**src/hdl/assert_macros.svh**
```systemverilog
// assertion macros shared by the model matrix composer
`ifndef ASSERT_MACROS_SVH
`define ASSERT_MACROS_SVH

// antecedent holds, consequent holds in the same cycle
`define ASSERT_IMPL(label, ante, cons, msg) \
	label: assert property (@(posedge clk) disable iff (!arst_n) (ante) |-> (cons)) \
		else $error(msg);

// antecedent holds, consequent holds in the next cycle
`define ASSERT_NEXT(label, ante, cons, msg) \
	label: assert property (@(posedge clk) disable iff (!arst_n) (ante) |=> (cons)) \
		else $error(msg);

// condition never holds
`define ASSERT_NEVER(label, cond, msg) \
	label: assert property (@(posedge clk) disable iff (!arst_n) !(cond)) \
		else $error(msg);

`endif

```
**src/hdl/mmc_pkg.sv**
```systemverilog
// types and constants shared by the model matrix composer
package mmc_pkg;

	// trig arithmetic
	localparam int TRIG_BITS = 30;
	localparam int ONE_Q30 = 1 << TRIG_BITS;
	localparam int G_W = 12;
	localparam int TURN_W = 17;
	localparam logic [TURN_W-1:0] FULL_TURN = 17'd23040;
	localparam logic [TURN_W-1:0] QUARTER_TURN = 17'd5760;
	localparam logic [TURN_W-1:0] EIGHTH_TURN = 17'd2880;
	localparam logic [TURN_W-1:0] TURN_BIAS = 17'd46080;

	// degrees to radians: x = round(g * PI_Q30 / X_DIV)
	localparam longint unsigned PI_Q30 = 64'd3373259426;
	localparam longint unsigned X_DIV = 64'd11520;
	localparam int X_SHIFT = 20;
	localparam longint unsigned X_RECIP = (PI_Q30 << X_SHIFT) / X_DIV;

	// horner steps: sine terms first, then cosine terms
	localparam int NUM_STEPS = 11;
	localparam logic [3:0] SIN_LAST = 4'd4;
	localparam logic [3:0] COS_LAST = 4'd10;
	localparam logic [7:0] STEP_DIV [NUM_STEPS] = '{
		8'd110, 8'd72, 8'd42, 8'd20, 8'd6,
		8'd132, 8'd90, 8'd56, 8'd30, 8'd12, 8'd2};
	localparam logic [29:0] STEP_RECIP [NUM_STEPS] = '{
		30'(ONE_Q30 / 110), 30'(ONE_Q30 / 72), 30'(ONE_Q30 / 42),
		30'(ONE_Q30 / 20), 30'(ONE_Q30 / 6), 30'(ONE_Q30 / 132),
		30'(ONE_Q30 / 90), 30'(ONE_Q30 / 56), 30'(ONE_Q30 / 30),
		30'(ONE_Q30 / 12), 30'(ONE_Q30 / 2)};

	// composition order
	localparam logic [1:0] MODE_TRS = 2'd0;
	localparam logic [1:0] MODE_RTS = 2'd1;
	localparam logic [1:0] MODE_STR = 2'd2;

	localparam logic [1:0] ROW_LAST = 2'd3;

	// angle split into quadrant, octant fold and folded offset
	typedef struct packed {
		logic [1:0] quad;
		logic swap;
		logic [G_W-1:0] g;
	} ang_class_t;

	// one queued transform
	typedef struct packed {
		logic signed [31:0] pos_x;
		logic signed [31:0] pos_y;
		logic signed [31:0] pos_z;
		ang_class_t ang_x;
		ang_class_t ang_y;
		ang_class_t ang_z;
		logic signed [31:0] scale_x;
		logic signed [31:0] scale_y;
		logic signed [31:0] scale_z;
	} item_t;

endpackage

```
**src/hdl/mmc_queue.sv**
```systemverilog
// two-entry queue between front end and back end
module mmc_queue (
	input logic clk,
	input logic arst_n,
	input logic push,
	input mmc_pkg::item_t item_in,
	input logic pop,
	output logic full,
	output logic not_empty,
	output mmc_pkg::item_t item_out
);

	mmc_pkg::item_t slot_q [2];
	logic wr_ptr_q;
	logic rd_ptr_q;
	logic [1:0] count_q;

	// storage
	always_ff @(posedge clk) begin
		if (push) begin
			slot_q[wr_ptr_q] <= item_in;
		end
	end

	// pointers and fill level
	always_ff @(posedge clk or negedge arst_n) begin
		if (!arst_n) begin
			wr_ptr_q <= 1'b0;
			rd_ptr_q <= 1'b0;
			count_q <= 2'd0;
		end else begin
			if (push) begin
				wr_ptr_q <= !wr_ptr_q;
			end
			if (pop) begin
				rd_ptr_q <= !rd_ptr_q;
			end
			case ({push, pop})
				2'b10: count_q <= count_q + 2'd1;
				2'b01: count_q <= count_q - 2'd1;
				default: count_q <= count_q;
			endcase
		end
	end

	assign full = count_q == 2'd2;
	assign not_empty = count_q != 2'd0;
	assign item_out = slot_q[rd_ptr_q];

endmodule

```
**config.mk**
```make
export PLATFORM = sky130hd
export DESIGN_NAME = mmc_queue
export DESIGN_NICKNAME = d
export VERILOG_FILES = /design/src/hdl/assert_macros.svh /design/src/hdl/mmc_pkg.sv /design/src/hdl/mmc_queue.sv
export SDC_FILE = /design/constraint.sdc
export NUM_CORES = 1
export LEC_CHECK = 0
export BUFFER_PORTS_ARGS = -buffer_cell sky130_fd_sc_hd__buf_2
export CELL_PAD_IN_SITES_DETAIL_PLACEMENT = 2
export CELL_PAD_IN_SITES_GLOBAL_PLACEMENT = 2
export CORE_ASPECT_RATIO = 1.5
export CORE_MARGIN = 2
export CORE_UTILIZATION = 43
export CTS_BUF_LIST = sky130_fd_sc_hd__clkbuf_4
export DETAILED_ROUTE_END_ITERATION = 6
export GPL_ROUTABILITY_DRIVEN = 1
export HOLD_SLACK_MARGIN = 0.08
export PLACE_DENSITY = 0.88
export SYNTH_ARGS = -nofsm -noshare
export SYNTH_HDL_FRONTEND = slang
export SYNTH_SLANG_ARGS = --single-unit
```
**constraint.sdc**
```tcl
create_clock -name clk -period 19.7 [get_ports clk]
set_input_delay 5.91 -clock clk [delete_from_list [all_inputs] [get_ports clk]]
set_output_delay 5.91 -clock clk [all_outputs]
set_load 0.02 [all_outputs]
```
Word-level counts from Yosys, hierarchy flattened
Memory sizes are Yosys's and may differ from the RTL's.
Index checks and enable logic that the tools add are counted.
{"block": "op_classes", "addsub": 2, "mul": 0, "div_mod_pow": 0, "order_cmp": 0, "n_eq_ne": 3, "shifts": 0, "muxes": 3, "bitwise": 0, "reduce_logical": 4}
{"op": "$eq A2 B2 Y1 const B", "count": 2}
{"op": "$pmux W2 S2", "count": 1}
{"op": "$reduce_bool A2 Y1", "count": 2}
{"op": "$add A2 B1 Y2 const B", "count": 1}
{"op": "$eq A2 B1 Y1 const B", "count": 1}
{"op": "$logic_not A1 Y1", "count": 2}
{"op": "$mux W1", "count": 2}
{"op": "$sub A2 B1 Y2 const B", "count": 1}
{"block": "word_totals", "reg_bits": 4, "latchBits": 0, "mem_bits_rw": 474, "romBits": 0, "out_inout_bits": 239, "word_cells": 16, "mem_count": 1}
{"memory": "slot_q", "words": 2, "word_bits": 237, "rd": 1, "rd_ports_with_merged_regs": 0, "wr": 1, "line_no": "mmc_queue.sv:13", "text": "mmc_pkg::item_t slot_q [2];"}

Depth between registers and ports, before layout
{"block": "depth", "depth_word": 2, "mapped_depth": 5}

Least setup slack after synthesis
OpenSTA, ideal clock, no wires.
{"block": "synth_path", "path_type": "input port to flip-flop", "from": "input push", "to": "memory slot_q[0][0] (netlist name) (enable)", "t_arrival_ps": 15888, "t_required_ps": 18854, "setup_slack_ps": 2967, "cell_stages": 2, "cell_sequence": "inv_1 nor2_1"}
{"block": "synth_between", "elab_chain_len": 2}
{"element": "start, declared", "line_no": "mmc_queue.sv:5", "text": "input logic push,"}
{"element": "$mux W1", "line_no": "mmc_queue.sv:20", "text": "if (push) begin"}
{"element": "$mux W1 (not written as such)", "line_no": "mmc_queue.sv:21", "text": "slot_q[wr_ptr_q] <= item_in;"}
{"element": "end, declared", "line_no": "mmc_queue.sv:13"}
Every way passes these cells.

==> flow_summary_export.csv <==
group,metric,value,unit
critical_path,reg2regPathDepth,3,
critical_path,reg2reg_from,"wr_ptr_q$_DFFE_PN0P_",
layout,multi_input_area,0.002761,sq mm
layout,layout_commonest_cell,"buf_2",
timing,clock_skew,0.03592,ns
critical_path,crit_slowest_cell,"dfrtp_4",
cts,clkSlewWorstSetupHoldPaths,0.07,ns
critical_path,crit_family,"buffers and inverters",
critical_path,endpoint_kind,"output port",
timing,hold_viol,0,
routing,drt_wl_total,58920,microns
critical_path,crit_path_max_incr_delay,0.81,ns
floorplan,boundaryPins,480,
critical_path,cp_data_required_time,13.79,ns
global_routing,antenna_found_initial,18,
timing,rsz0062_at_grt,"false",
timing,period_minus_slack,9.798,ns
cts,cts_made_buffers,109,
synth,synth_nets,995,
layout,drive_gt1_share,63.76,%
global_routing,grt_pass1_wl,79520,microns
timing,setup_viol,0,
timing,fin_tns_setup,0,ns
critical_path,path_cells,"buf_4 > buf_4 > mux2_2 > buf_2",
layout,final_cell_mix,"buf_2 (479), edfxtp_1 (474), mux2_2 (237)",
layout,area_delta_synth_final,24.50,%
floorplan,core,0.04009,sq mm
job,maxCapViolations,0,
synth,synth_top_area_cell,"edfxtp_1",
cts,clkLatencyLatePin,0.82,ns
global_routing,grt_max_degree,74,
critical_path,cp.arrival,3.89,ns
timing,fin_crit_sh,49.74,%
cts,cts_resized,0,
critical_path,worstSetupPathType,"reg2out",
layout,fin_util,53.96,%
critical_path,start_kind,"flop",
cts,post-cts-setup-buffers,0,
synth,synth_top_area_share,81.92,%
outcome,status,"completed",
routing,drc,0,
synth,synth_cell_types,13,
power,peakVddDrop,0.0001214,V
synth,synth_cells,753,
cts,tritoncts,"done",
global_routing,grt.total_usage,26.85,%
layout,finalNetCount,1569,
routing,first_pass_iters,4,
critical_path,cp_num_cells,4,
global_routing,grt_pass1_vias,11370,
timing,slew_viol_final,0,
floorplan,fp-row-count,90,
timing,max_freq,102.1,MHz
placed_design,gp_congestion,0.8037,
cts,cts_sinks,478,
placed_design,dp_hpwl,38350,microns
placed_design,portBuffers,479,
critical_path,path_buf_inv,3,
synth,synth_seq_area_share,82.49,%
synth,ys_ff_latch,478,
synth,avgSynthCellArea,23.07,sq um
floorplan,fp.dieW,168.1,microns
critical_path,path_max_fanout,63,
synth,synth_area_leaders,"edfxtp_1 (82%), mux2_2 (15%), buf_6 (1.6%)",
critical_path,crit_path_start,"rd_ptr_q$_DFFE_PN0P_",
cts,root_buffer,"clkbuf_4",
power,p_leak,8.232,nW
layout,n_fill_cell,3580,
critical_path,crit_end,"item_out[170]",
power,power.density,154.2,mW/mm^2
routing,vias,9716,
timing,relSlewSlack,31.82,%
global_routing,overflow,0,
routing,drtIter0Drc,550,
routing,wl_per_cell,30.48,microns
critical_path,r2r_slack,16.56,ns
cts,clockBufferDepth,3,
timing,worstMarginPinSlew,1.023,ns
synth,yosysWarnings,0,
floorplan,die_area,0.04207,sq mm
floorplan,die_h,250.2,microns
critical_path,path_common_cell,"buf_4",
layout,seq_area,0.01434,sq mm
cts,htree_levels,3,
hold_path,hold_class,"reg2reg",
routing,ant_nets,0,
floorplan,start_util,43.34,%
routing,vias_per_cell,5.026,
cts,postCtsHoldBufs,0,
critical_path,r2r-end,"slot_q[1][70]$_DFFE_PP_",
synth,synth_area,0.01738,sq mm
worst reg2reg max path, delay by kind of cell (launching register included):
kind                   cells  cell delay (ns)
buffers and inverters      2             1.64
flip-flops                 1             0.45
AND/OR/NAND/NOR            1             0.63
area by class of cell:
class                           count  area share, %
Antenna cell                       17         0.1967
Clock buffer                      157          5.449
Clock inverter                     37         0.9370
Inverter                            1        0.01735
Multi-Input combinational cell    248          12.77
Sequential cell                   478          66.28
Tap cell                          506          2.927
Timing Repair Buffer              489          11.43
where the power goes:
group | switching (mW) | internal (mW) | leakage, nW
Sequential | 0.0938 | 1.35 | 4.49
Combinational | 0.691 | 0.388 | 2.91
Clock | 0.417 | 0.393 | 0.829
Total | 1.20 | 2.14 | 8.23
per-layer routing:
| metal | vias up | routed length (microns) | global-route usage [%] |
|---|---|---|---|
| met4 | 4 | 2273 | 14.78 |
| met5 | - | 30 | 0 |
| met3 | 127 | 3739 | 7.647 |
| li1 | 4236 | - | - |
| met2 | 470 | 34290 | 51.62 |
| met1 | 4879 | 18590 | 25.07 |
stage by stage:
step / setup slack, ns / cells / power [mW] / instance area [sq um] / hold slack [ns]
finish: 9.902 / 1933 / 3.337 / 21630 / 0.5082
global route: 9.684 / 1933 / 3.467 / 21630 / 0.5214
CTS: 9.826 / 1916 / 3.357 / 21590 / 0.5107
detailed placement: 10.71 / 1722 / 2.530 / 20210 / 0.4853
global placement: 10.88 / 1722 / 2.455 / 20210 / 0.4669
floorplan: 2.967 / 753 / 2.216 / 17380 / 0.4481
registers in the layout, summed over array words and instances (netlist names):
register  count
slot_q      474
rd_ptr_q      1
count_q       2
wr_ptr_q      1
cell usage after synthesis (all sizes together):
cell type  number
xnor2           2
ha              1
mux2          237
xor2            3
edfxtp        474
nor2            2
nor2b           1
inv             1
or2             1
buf            26
and2            1
dfrtp           4
cells by family after synthesis:
| kind of cell | after synthesis | synth area share [%] |
|---|---|---|
| buffers and inverters | 27 | 1.671 |
| multiplexers | 237 | 15.36 |
| AND/OR/NAND/NOR | 5 | 0.1513 |
| XOR/XNOR | 5 | 0.2521 |
| flip-flops | 478 | 82.49 |
| adder cells (fa/ha/maj) | 1 | 0.07200 |
worst min-delay path by stage:
| stage | startpoint | slack (ns) | to | cells past startpoint |
|---|---|---|---|---|
| finish | count_q[1]$_DFFE_PN0P_ | 0.51 | count_q[1]$_DFFE_PN0P_ | 1 |
| global route | count_q[1]$_DFFE_PN0P_ | 0.52 | count_q[1]$_DFFE_PN0P_ | 1 |
| CTS | count_q[1]$_DFFE_PN0P_ | 0.51 | count_q[1]$_DFFE_PN0P_ | 1 |
| detailed placement | count_q[1]$_DFFE_PN0P_ | 0.49 | count_q[1]$_DFFE_PN0P_ | 1 |
| global placement | count_q[1]$_DFFE_PN0P_ | 0.47 | count_q[1]$_DFFE_PN0P_ | 1 |
| floorplan | count_q[1]$_DFFE_PN0P_ | 0.45 | count_q[1]$_DFFE_PN0P_ | 1 |
Note: power is estimated with default switching activity, not from simulation.
