==> src/hdl/assert_macros.svh <==
// assertion macros shared by the model matrix composer
`ifndef ASSERT_MACROS_SVH
`define ASSERT_MACROS_SVH

// antecedent holds, consequent holds in the same cycle
`define ASSERT_IMPL(label, ante, cons, msg) \
	label: assert property (@(posedge clk) disable iff (!arst_n) (ante) |-> (cons)) \
		else $error(msg);

// antecedent holds, consequent holds in the next cycle
`define ASSERT_NEXT(label, ante, cons, msg) \
	label: assert property (@(posedge clk) disable iff (!arst_n) (ante) |=> (cons)) \
		else $error(msg);

// condition never holds
`define ASSERT_NEVER(label, cond, msg) \
	label: assert property (@(posedge clk) disable iff (!arst_n) !(cond)) \
		else $error(msg);

`endif

==> src/hdl/mmc_pkg.sv <==
// types and constants shared by the model matrix composer
package mmc_pkg;

	// trig arithmetic
	localparam int TRIG_BITS = 30;
	localparam int ONE_Q30 = 1 << TRIG_BITS;
	localparam int G_W = 12;
	localparam int TURN_W = 17;
	localparam logic [TURN_W-1:0] FULL_TURN = 17'd23040;
	localparam logic [TURN_W-1:0] QUARTER_TURN = 17'd5760;
	localparam logic [TURN_W-1:0] EIGHTH_TURN = 17'd2880;
	localparam logic [TURN_W-1:0] TURN_BIAS = 17'd46080;

	// degrees to radians: x = round(g * PI_Q30 / X_DIV)
	localparam longint unsigned PI_Q30 = 64'd3373259426;
	localparam longint unsigned X_DIV = 64'd11520;
	localparam int X_SHIFT = 20;
	localparam longint unsigned X_RECIP = (PI_Q30 << X_SHIFT) / X_DIV;

	// horner steps: sine terms first, then cosine terms
	localparam int NUM_STEPS = 11;
	localparam logic [3:0] SIN_LAST = 4'd4;
	localparam logic [3:0] COS_LAST = 4'd10;
	localparam logic [7:0] STEP_DIV [NUM_STEPS] = '{
		8'd110, 8'd72, 8'd42, 8'd20, 8'd6,
		8'd132, 8'd90, 8'd56, 8'd30, 8'd12, 8'd2};
	localparam logic [29:0] STEP_RECIP [NUM_STEPS] = '{
		30'(ONE_Q30 / 110), 30'(ONE_Q30 / 72), 30'(ONE_Q30 / 42),
		30'(ONE_Q30 / 20), 30'(ONE_Q30 / 6), 30'(ONE_Q30 / 132),
		30'(ONE_Q30 / 90), 30'(ONE_Q30 / 56), 30'(ONE_Q30 / 30),
		30'(ONE_Q30 / 12), 30'(ONE_Q30 / 2)};

	// composition order
	localparam logic [1:0] MODE_TRS = 2'd0;
	localparam logic [1:0] MODE_RTS = 2'd1;
	localparam logic [1:0] MODE_STR = 2'd2;

	localparam logic [1:0] ROW_LAST = 2'd3;

	// angle split into quadrant, octant fold and folded offset
	typedef struct packed {
		logic [1:0] quad;
		logic swap;
		logic [G_W-1:0] g;
	} ang_class_t;

	// one queued transform
	typedef struct packed {
		logic signed [31:0] pos_x;
		logic signed [31:0] pos_y;
		logic signed [31:0] pos_z;
		ang_class_t ang_x;
		ang_class_t ang_y;
		ang_class_t ang_z;
		logic signed [31:0] scale_x;
		logic signed [31:0] scale_y;
		logic signed [31:0] scale_z;
	} item_t;

endpackage

==> src/hdl/mmc_front.sv <==
// front end: accepts a transform and folds its angles into octant form
module mmc_front (
	input logic start,
	input logic busy,
	input logic signed [31:0] pos_x,
	input logic signed [31:0] pos_y,
	input logic signed [31:0] pos_z,
	input logic signed [15:0] rot_x,
	input logic signed [15:0] rot_y,
	input logic signed [15:0] rot_z,
	input logic signed [31:0] scale_x,
	input logic signed [31:0] scale_y,
	input logic signed [31:0] scale_z,
	output logic push,
	output mmc_pkg::item_t item
);

	// reduce modulo one turn, then split into quadrant and folded offset
	function automatic mmc_pkg::ang_class_t classify(input logic signed [15:0] ang);
		logic [mmc_pkg::TURN_W-1:0] v;
		logic [mmc_pkg::TURN_W-1:0] r;
		logic [mmc_pkg::TURN_W-1:0] f;
		logic [mmc_pkg::TURN_W-1:0] g;
		mmc_pkg::ang_class_t c;
		v = {ang[15], ang} + mmc_pkg::TURN_BIAS;
		if (v >= mmc_pkg::TURN_W'(3 * mmc_pkg::FULL_TURN)) begin
			r = v - mmc_pkg::TURN_W'(3 * mmc_pkg::FULL_TURN);
		end else if (v >= mmc_pkg::TURN_W'(2 * mmc_pkg::FULL_TURN)) begin
			r = v - mmc_pkg::TURN_W'(2 * mmc_pkg::FULL_TURN);
		end else if (v >= mmc_pkg::FULL_TURN) begin
			r = v - mmc_pkg::FULL_TURN;
		end else begin
			r = v;
		end
		if (r >= mmc_pkg::TURN_W'(3 * mmc_pkg::QUARTER_TURN)) begin
			c.quad = 2'd3;
			f = r - mmc_pkg::TURN_W'(3 * mmc_pkg::QUARTER_TURN);
		end else if (r >= mmc_pkg::TURN_W'(2 * mmc_pkg::QUARTER_TURN)) begin
			c.quad = 2'd2;
			f = r - mmc_pkg::TURN_W'(2 * mmc_pkg::QUARTER_TURN);
		end else if (r >= mmc_pkg::QUARTER_TURN) begin
			c.quad = 2'd1;
			f = r - mmc_pkg::QUARTER_TURN;
		end else begin
			c.quad = 2'd0;
			f = r;
		end
		c.swap = f > mmc_pkg::EIGHTH_TURN;
		g = c.swap ? mmc_pkg::QUARTER_TURN - f : f;
		c.g = g[mmc_pkg::G_W-1:0];
		return c;
	endfunction

	// transaction accepted while the queue has room
	assign push = start && !busy;

	always_comb begin
		item.pos_x = pos_x;
		item.pos_y = pos_y;
		item.pos_z = pos_z;
		item.ang_x = classify(rot_x);
		item.ang_y = classify(rot_y);
		item.ang_z = classify(rot_z);
		item.scale_x = scale_x;
		item.scale_y = scale_y;
		item.scale_z = scale_z;
	end

endmodule

==> config.mk <==
export PLATFORM = sky130hd
export DESIGN_NAME = mmc_front
export DESIGN_NICKNAME = d
export VERILOG_FILES = /design/src/hdl/assert_macros.svh /design/src/hdl/mmc_pkg.sv /design/src/hdl/mmc_front.sv
export SDC_FILE = /design/constraint.sdc
export NUM_CORES = 1
export LEC_CHECK = 0
export BUFFER_PORTS_ARGS = -buffer_cell sky130_fd_sc_hd__buf_2
export CAP_MARGIN = 10
export CORE_AREA = 5 5 185 187
export DETAILED_ROUTE_END_ITERATION = 8
export DIE_AREA = 0 0 190 192
export GPL_ROUTABILITY_DRIVEN = 0
export PLACE_DENSITY = 0.54
export REMOVE_ABC_BUFFERS = 1
export SYNTH_ARGS = -nofsm -noshare
export SYNTH_HDL_FRONTEND = slang
export SYNTH_SLANG_ARGS = --single-unit
==> constraint.sdc <==
create_clock -name vclk -period 9.6
set_clock_uncertainty 0.05 [all_clocks]
set_input_delay 2.4 -clock vclk [all_inputs]
set_output_delay 2.4 -clock vclk [all_outputs]
set_load 0.05 [all_outputs]
Word-level counts from Yosys, hierarchy flattened:

Index checks and enable logic that the tools add are counted.

* add/sub/neg operators: 24
* reduce and logical (&&, ||, !) cells: 2
* muxes and demuxes: 30
* order comparisons: 21

Operators by type and width (number)
* $mux W17: 18
* $ge A17 B15 Y1 const B: 6
* $sub A17 B15 Y17 const B: 6
* $add A17 B16 Y17 const B: 3
* $ge A17 B13 Y1 const B: 3
* $ge A17 B14 Y1 const B: 3
* $ge A17 B16 Y1 const B: 3
* $ge A17 B17 Y1 const B: 3
* $gt A17 B12 Y1 const B: 3
* $sub A17 B13 Y17 const B: 3
* $sub A17 B14 Y17 const B: 3
* $sub A17 B16 Y17 const B: 3
* $sub A17 B17 Y17 const B: 3
* $mux W12: 3
* $sub A11 B12 Y12 const A: 3
* $mux W2: 6
* $mux W1: 3
* $logic_and A1 B1 Y1: 1
* $logic_not A1 Y1: 1

* logic and storage cells: 77
* bits in registers: 0
* output and inout port bits: 238
* input port bits: 242

Longest topological paths before layout:

* word-level depth: 11
* depth in mapped cells: 24
* mapped depth without buffers: 20

Least setup slack after synthesis:

OpenSTA, ideal clock, no wires.

* path type: input to output
* start: input port rot_y[10]
* end: output port item[119] (netlist name)
* path slack: -0.339 ns
* path buffers: 4
* stages: 22
* required time: 7.150 ns
* arrival time: 7.489 ns
* path through: clkbuf_1 -> inv_1 -> ha_1 -> clkbuf_1 -> nor3_1 -> o21ai_0 -> a311oi_2 -> o21a_1 -> nor2_1 -> ha_1 -> a32oi_1 -> o21ai_0 -> o22ai_1 -> a21oi_1 -> or2_2 -> clkbuf_1 -> a311oi_1 -> mux2i_1 -> nand4_1 -> o21bai_2 -> buf_6 -> a31oi_1

RTL lines
* start, declared: line mmc_front.sv:9 `input logic signed [15:0] rot_y,`
* end, declared: line mmc_front.sv:15 `output mmc_pkg::item_t item`

==> run_results.csv <==
group,metric,value,unit
detailed_routing,vias,7742,
detailed_routing,drt_pass1_iterations,8,
sta,slew_headroom,42.9,%
global_route,overflow,0,
synth,synth_cell_types,93,
run,max-cap-violations,0,
sta,final-hold-violation-count,0,
power,power_density,194,mW/mm^2
global_route,grt_pass1_wl,76800,microns
finish,diodes,0,
sta,fmax,106,MHz
synth,synthCells,991,
finish,final.clkbuf_count,0,
detailed_routing,viasPerCell,5.60,
synth,ys_seq_area_share,0,%
floorplanning,pin_count,480,
synth,synth_largest_area_cell,"buf_4",
floorplanning,core-area,0.0323,sq mm
synth,syn-cell-area,0.00688,sq mm
status,status,"finished, final reports clean",
floorplanning,dieArea,0.0365,sq mm
placement,io_buffers,96,
hold_path,min-delay-start,"pos_y[29]",
power,ir_drop,212,uV
synth,synth.most_common_cell,"buf_4",
global_route,grt_max_degree,14,
global_route,grtUsageMet1,16.7,%
setup_path,crit_chain,"buf_2, inv_1, ha_1, nand2_1, a41oi_1, a31oi_2, or2_2, a211o_1, a21boi_0, nor2_1, buf_4, a41oi_1, buf_4, a211oi_1, o22ai_1, a311oi_2, buf_4, nor3_1, xor2_1, buf_2",
floorplanning,die_w,190,microns
setup_path,path_class,"in2out",
placement,place_hpwl,59700,microns
sta,timing.final.crit_share,98.0,%
detailed_routing,drc,0,
detailed_routing,ant_nets,0,
finish,regArea,0,sq um
detailed_routing,wl_per_cell,46.1,microns
floorplanning,rows,66,
global_route,grt_util_met3,37.5,%
global_route,antenna_found_initial,0,
setup_path,worst_path_most_repeated_cell,"buf_4",
finish,syn_to_final_growth,3.75,%
setup_path,cp.required,7.15,ns
setup_path,path_max_fanout,7,
power,p_leak,2.90,nW
setup_path,worstPathArrival,6.96,ns
placement,place_area,0.00686,sq mm
finish,fin_nets,1229,
finish,nFlopsAndLatches,0,
synth,yosys_warnings,0,
setup_path,max_stage_delay,0.41,ns
finish,stdcell_area,0.00714,sq mm
hold_path,holdCritPathClass,"in2out",
setup_path,endpoint_kind,"primary output",
synth,avgSynthCellArea,6.94,sq um
synth,synth_area_leaders,"buf_4 21%, ha_1 8.2%, xnor2_1 5.3%",
detailed_routing,routed_wl,63800,microns
sta,worst_slew_pin_slew,0.850,ns
finish,drive_gt1_share,27.9,%
global_route,grt_busiest_layer,"met2",
hold_path,worstHoldPathCells,0,
sta,fin_crit,9.41,ns
floorplanning,die_y,192,microns
sta,report.final.slew_viol_count,0,
sta,setup-violations-final,0,
synth,synthTopCellsByCount,"196 x buf_4, 75 x nand2_1, 59 x a21oi_1, 59 x nor2_1, 45 x ha_1",
hold_path,hold-path-endpoint,"item[202]",
global_route,gr-usage-all-layers,32.6,%
setup_path,cp-start-kind,"primary input",
synth,yosysTopAreaCellShare,21.4,%
global_route,grt_util_met2,49.8,%
power,power,1.38,mW
setup_path,critPathSlowestCell,"o22ai_1",
global_route,grt_pass1_vias,6797,
detailed_routing,drt-initial-drc-count,594,
floorplanning,start_util,21.3,%
cts,hold_buffers,0,
==> worst max-delay path by stage <==
stage	from	endpoint	slack, ns
floorplan	rot_y[10]	item[114]	-0.56
global placement	rot_y[11]	item[113]	0.15
detailed placement	rot_y[11]	item[113]	0.05
CTS	rot_y[11]	item[113]	0.03
global route	rot_x[11]	item[129]	-0.03
finish	rot_x[10]	item[129]	0.19
==> worst max-delay path, delay by kind of cell <==
kind                     cells  cell delay [ns]
XOR/XNOR                     1             0.20
AND/OR/NAND/NOR              4             0.92
AO/OA/AOI/OAI                8             2.05
adder cells (fa/ha/maj)      1             0.36
buffers and inverters        6             1.00
==> logic make-up (layout without fill, tap and decap cells) <==
kind of cell             Yosys count  after routing  share of synthesized area, %
XOR/XNOR                          72             72                          9.66
multiplexers                      18             18                          2.69
adder cells (fa/ha/maj)           45             45                          8.19
AND/OR/NAND/NOR                  300            300                          22.5
AO/OA/AOI/OAI                    288            289                          31.1
buffers and inverters            268            216                          25.8
==> per-layer routing <==
metal  vias to the layer above  share of wire [%]
met3                       184                 25
li1                       3347                  -
met1                      3461                 18
met4                         4                 15
met2                       746                 42
met5                         -               0.19
==> metrics by stage <==
stage	util, %	TNS, ns	hold WS, ns	worst slack, ns	std cells
3_5_place_dp	21.2	0	4.75	0.0501	1376
5_1_grt	22.1	-0.0567	4.75	-0.0347	1382
3_3_place_gp	21.2	0	4.75	0.150	1376
4_1_cts	21.2	0	4.75	0.0277	1376
6_report	22.1	0	4.75	0.193	1382
2_1_floorplan	-	-3.93	4.75	-0.564	761
==> power breakdown <==
group          leakage (nW)  total (mW)  internal, mW  switching [mW]
Clock                     0           0             0               0
Sequential                0           0             0               0
Combinational          2.90        1.38         0.450           0.932
Total                  2.90        1.38         0.450           0.932
==> layout make-up <==
class / instances / area [sq um]
repair buffers: 178 / 1110
well taps: 442 / 553
inverters: 38 / 143
fillers: 3665 / 25200
multi-input cells: 724 / 5330
==> layout by cell type, fill, tap and decap left out, types with 8 or more instances in the layout <==
master / n
and2_1: 13
buf_2: 91
nand3_1: 25
a21o_1: 17
or3_1: 8
ha_1: 42
a211oi_1: 18
a31oi_1: 13
nor4_1: 10
nand2_1: 75
nor2_1: 58
mux2i_1: 14
inv_1: 37
o211ai_1: 13
xor2_1: 25
nand4_1: 10
a21oi_1: 54
a211o_1: 9
xnor2_1: 39
o21ai_0: 33
buf_4: 86
or2_2: 11
nor3_1: 34
==> repair_timing <==
item	CTS	global route
buffers inserted	0	5
setup endpoints to repair	0	31
gates resized for setup	0	50
No activity file was read; power rests on OpenSTA's default activity.
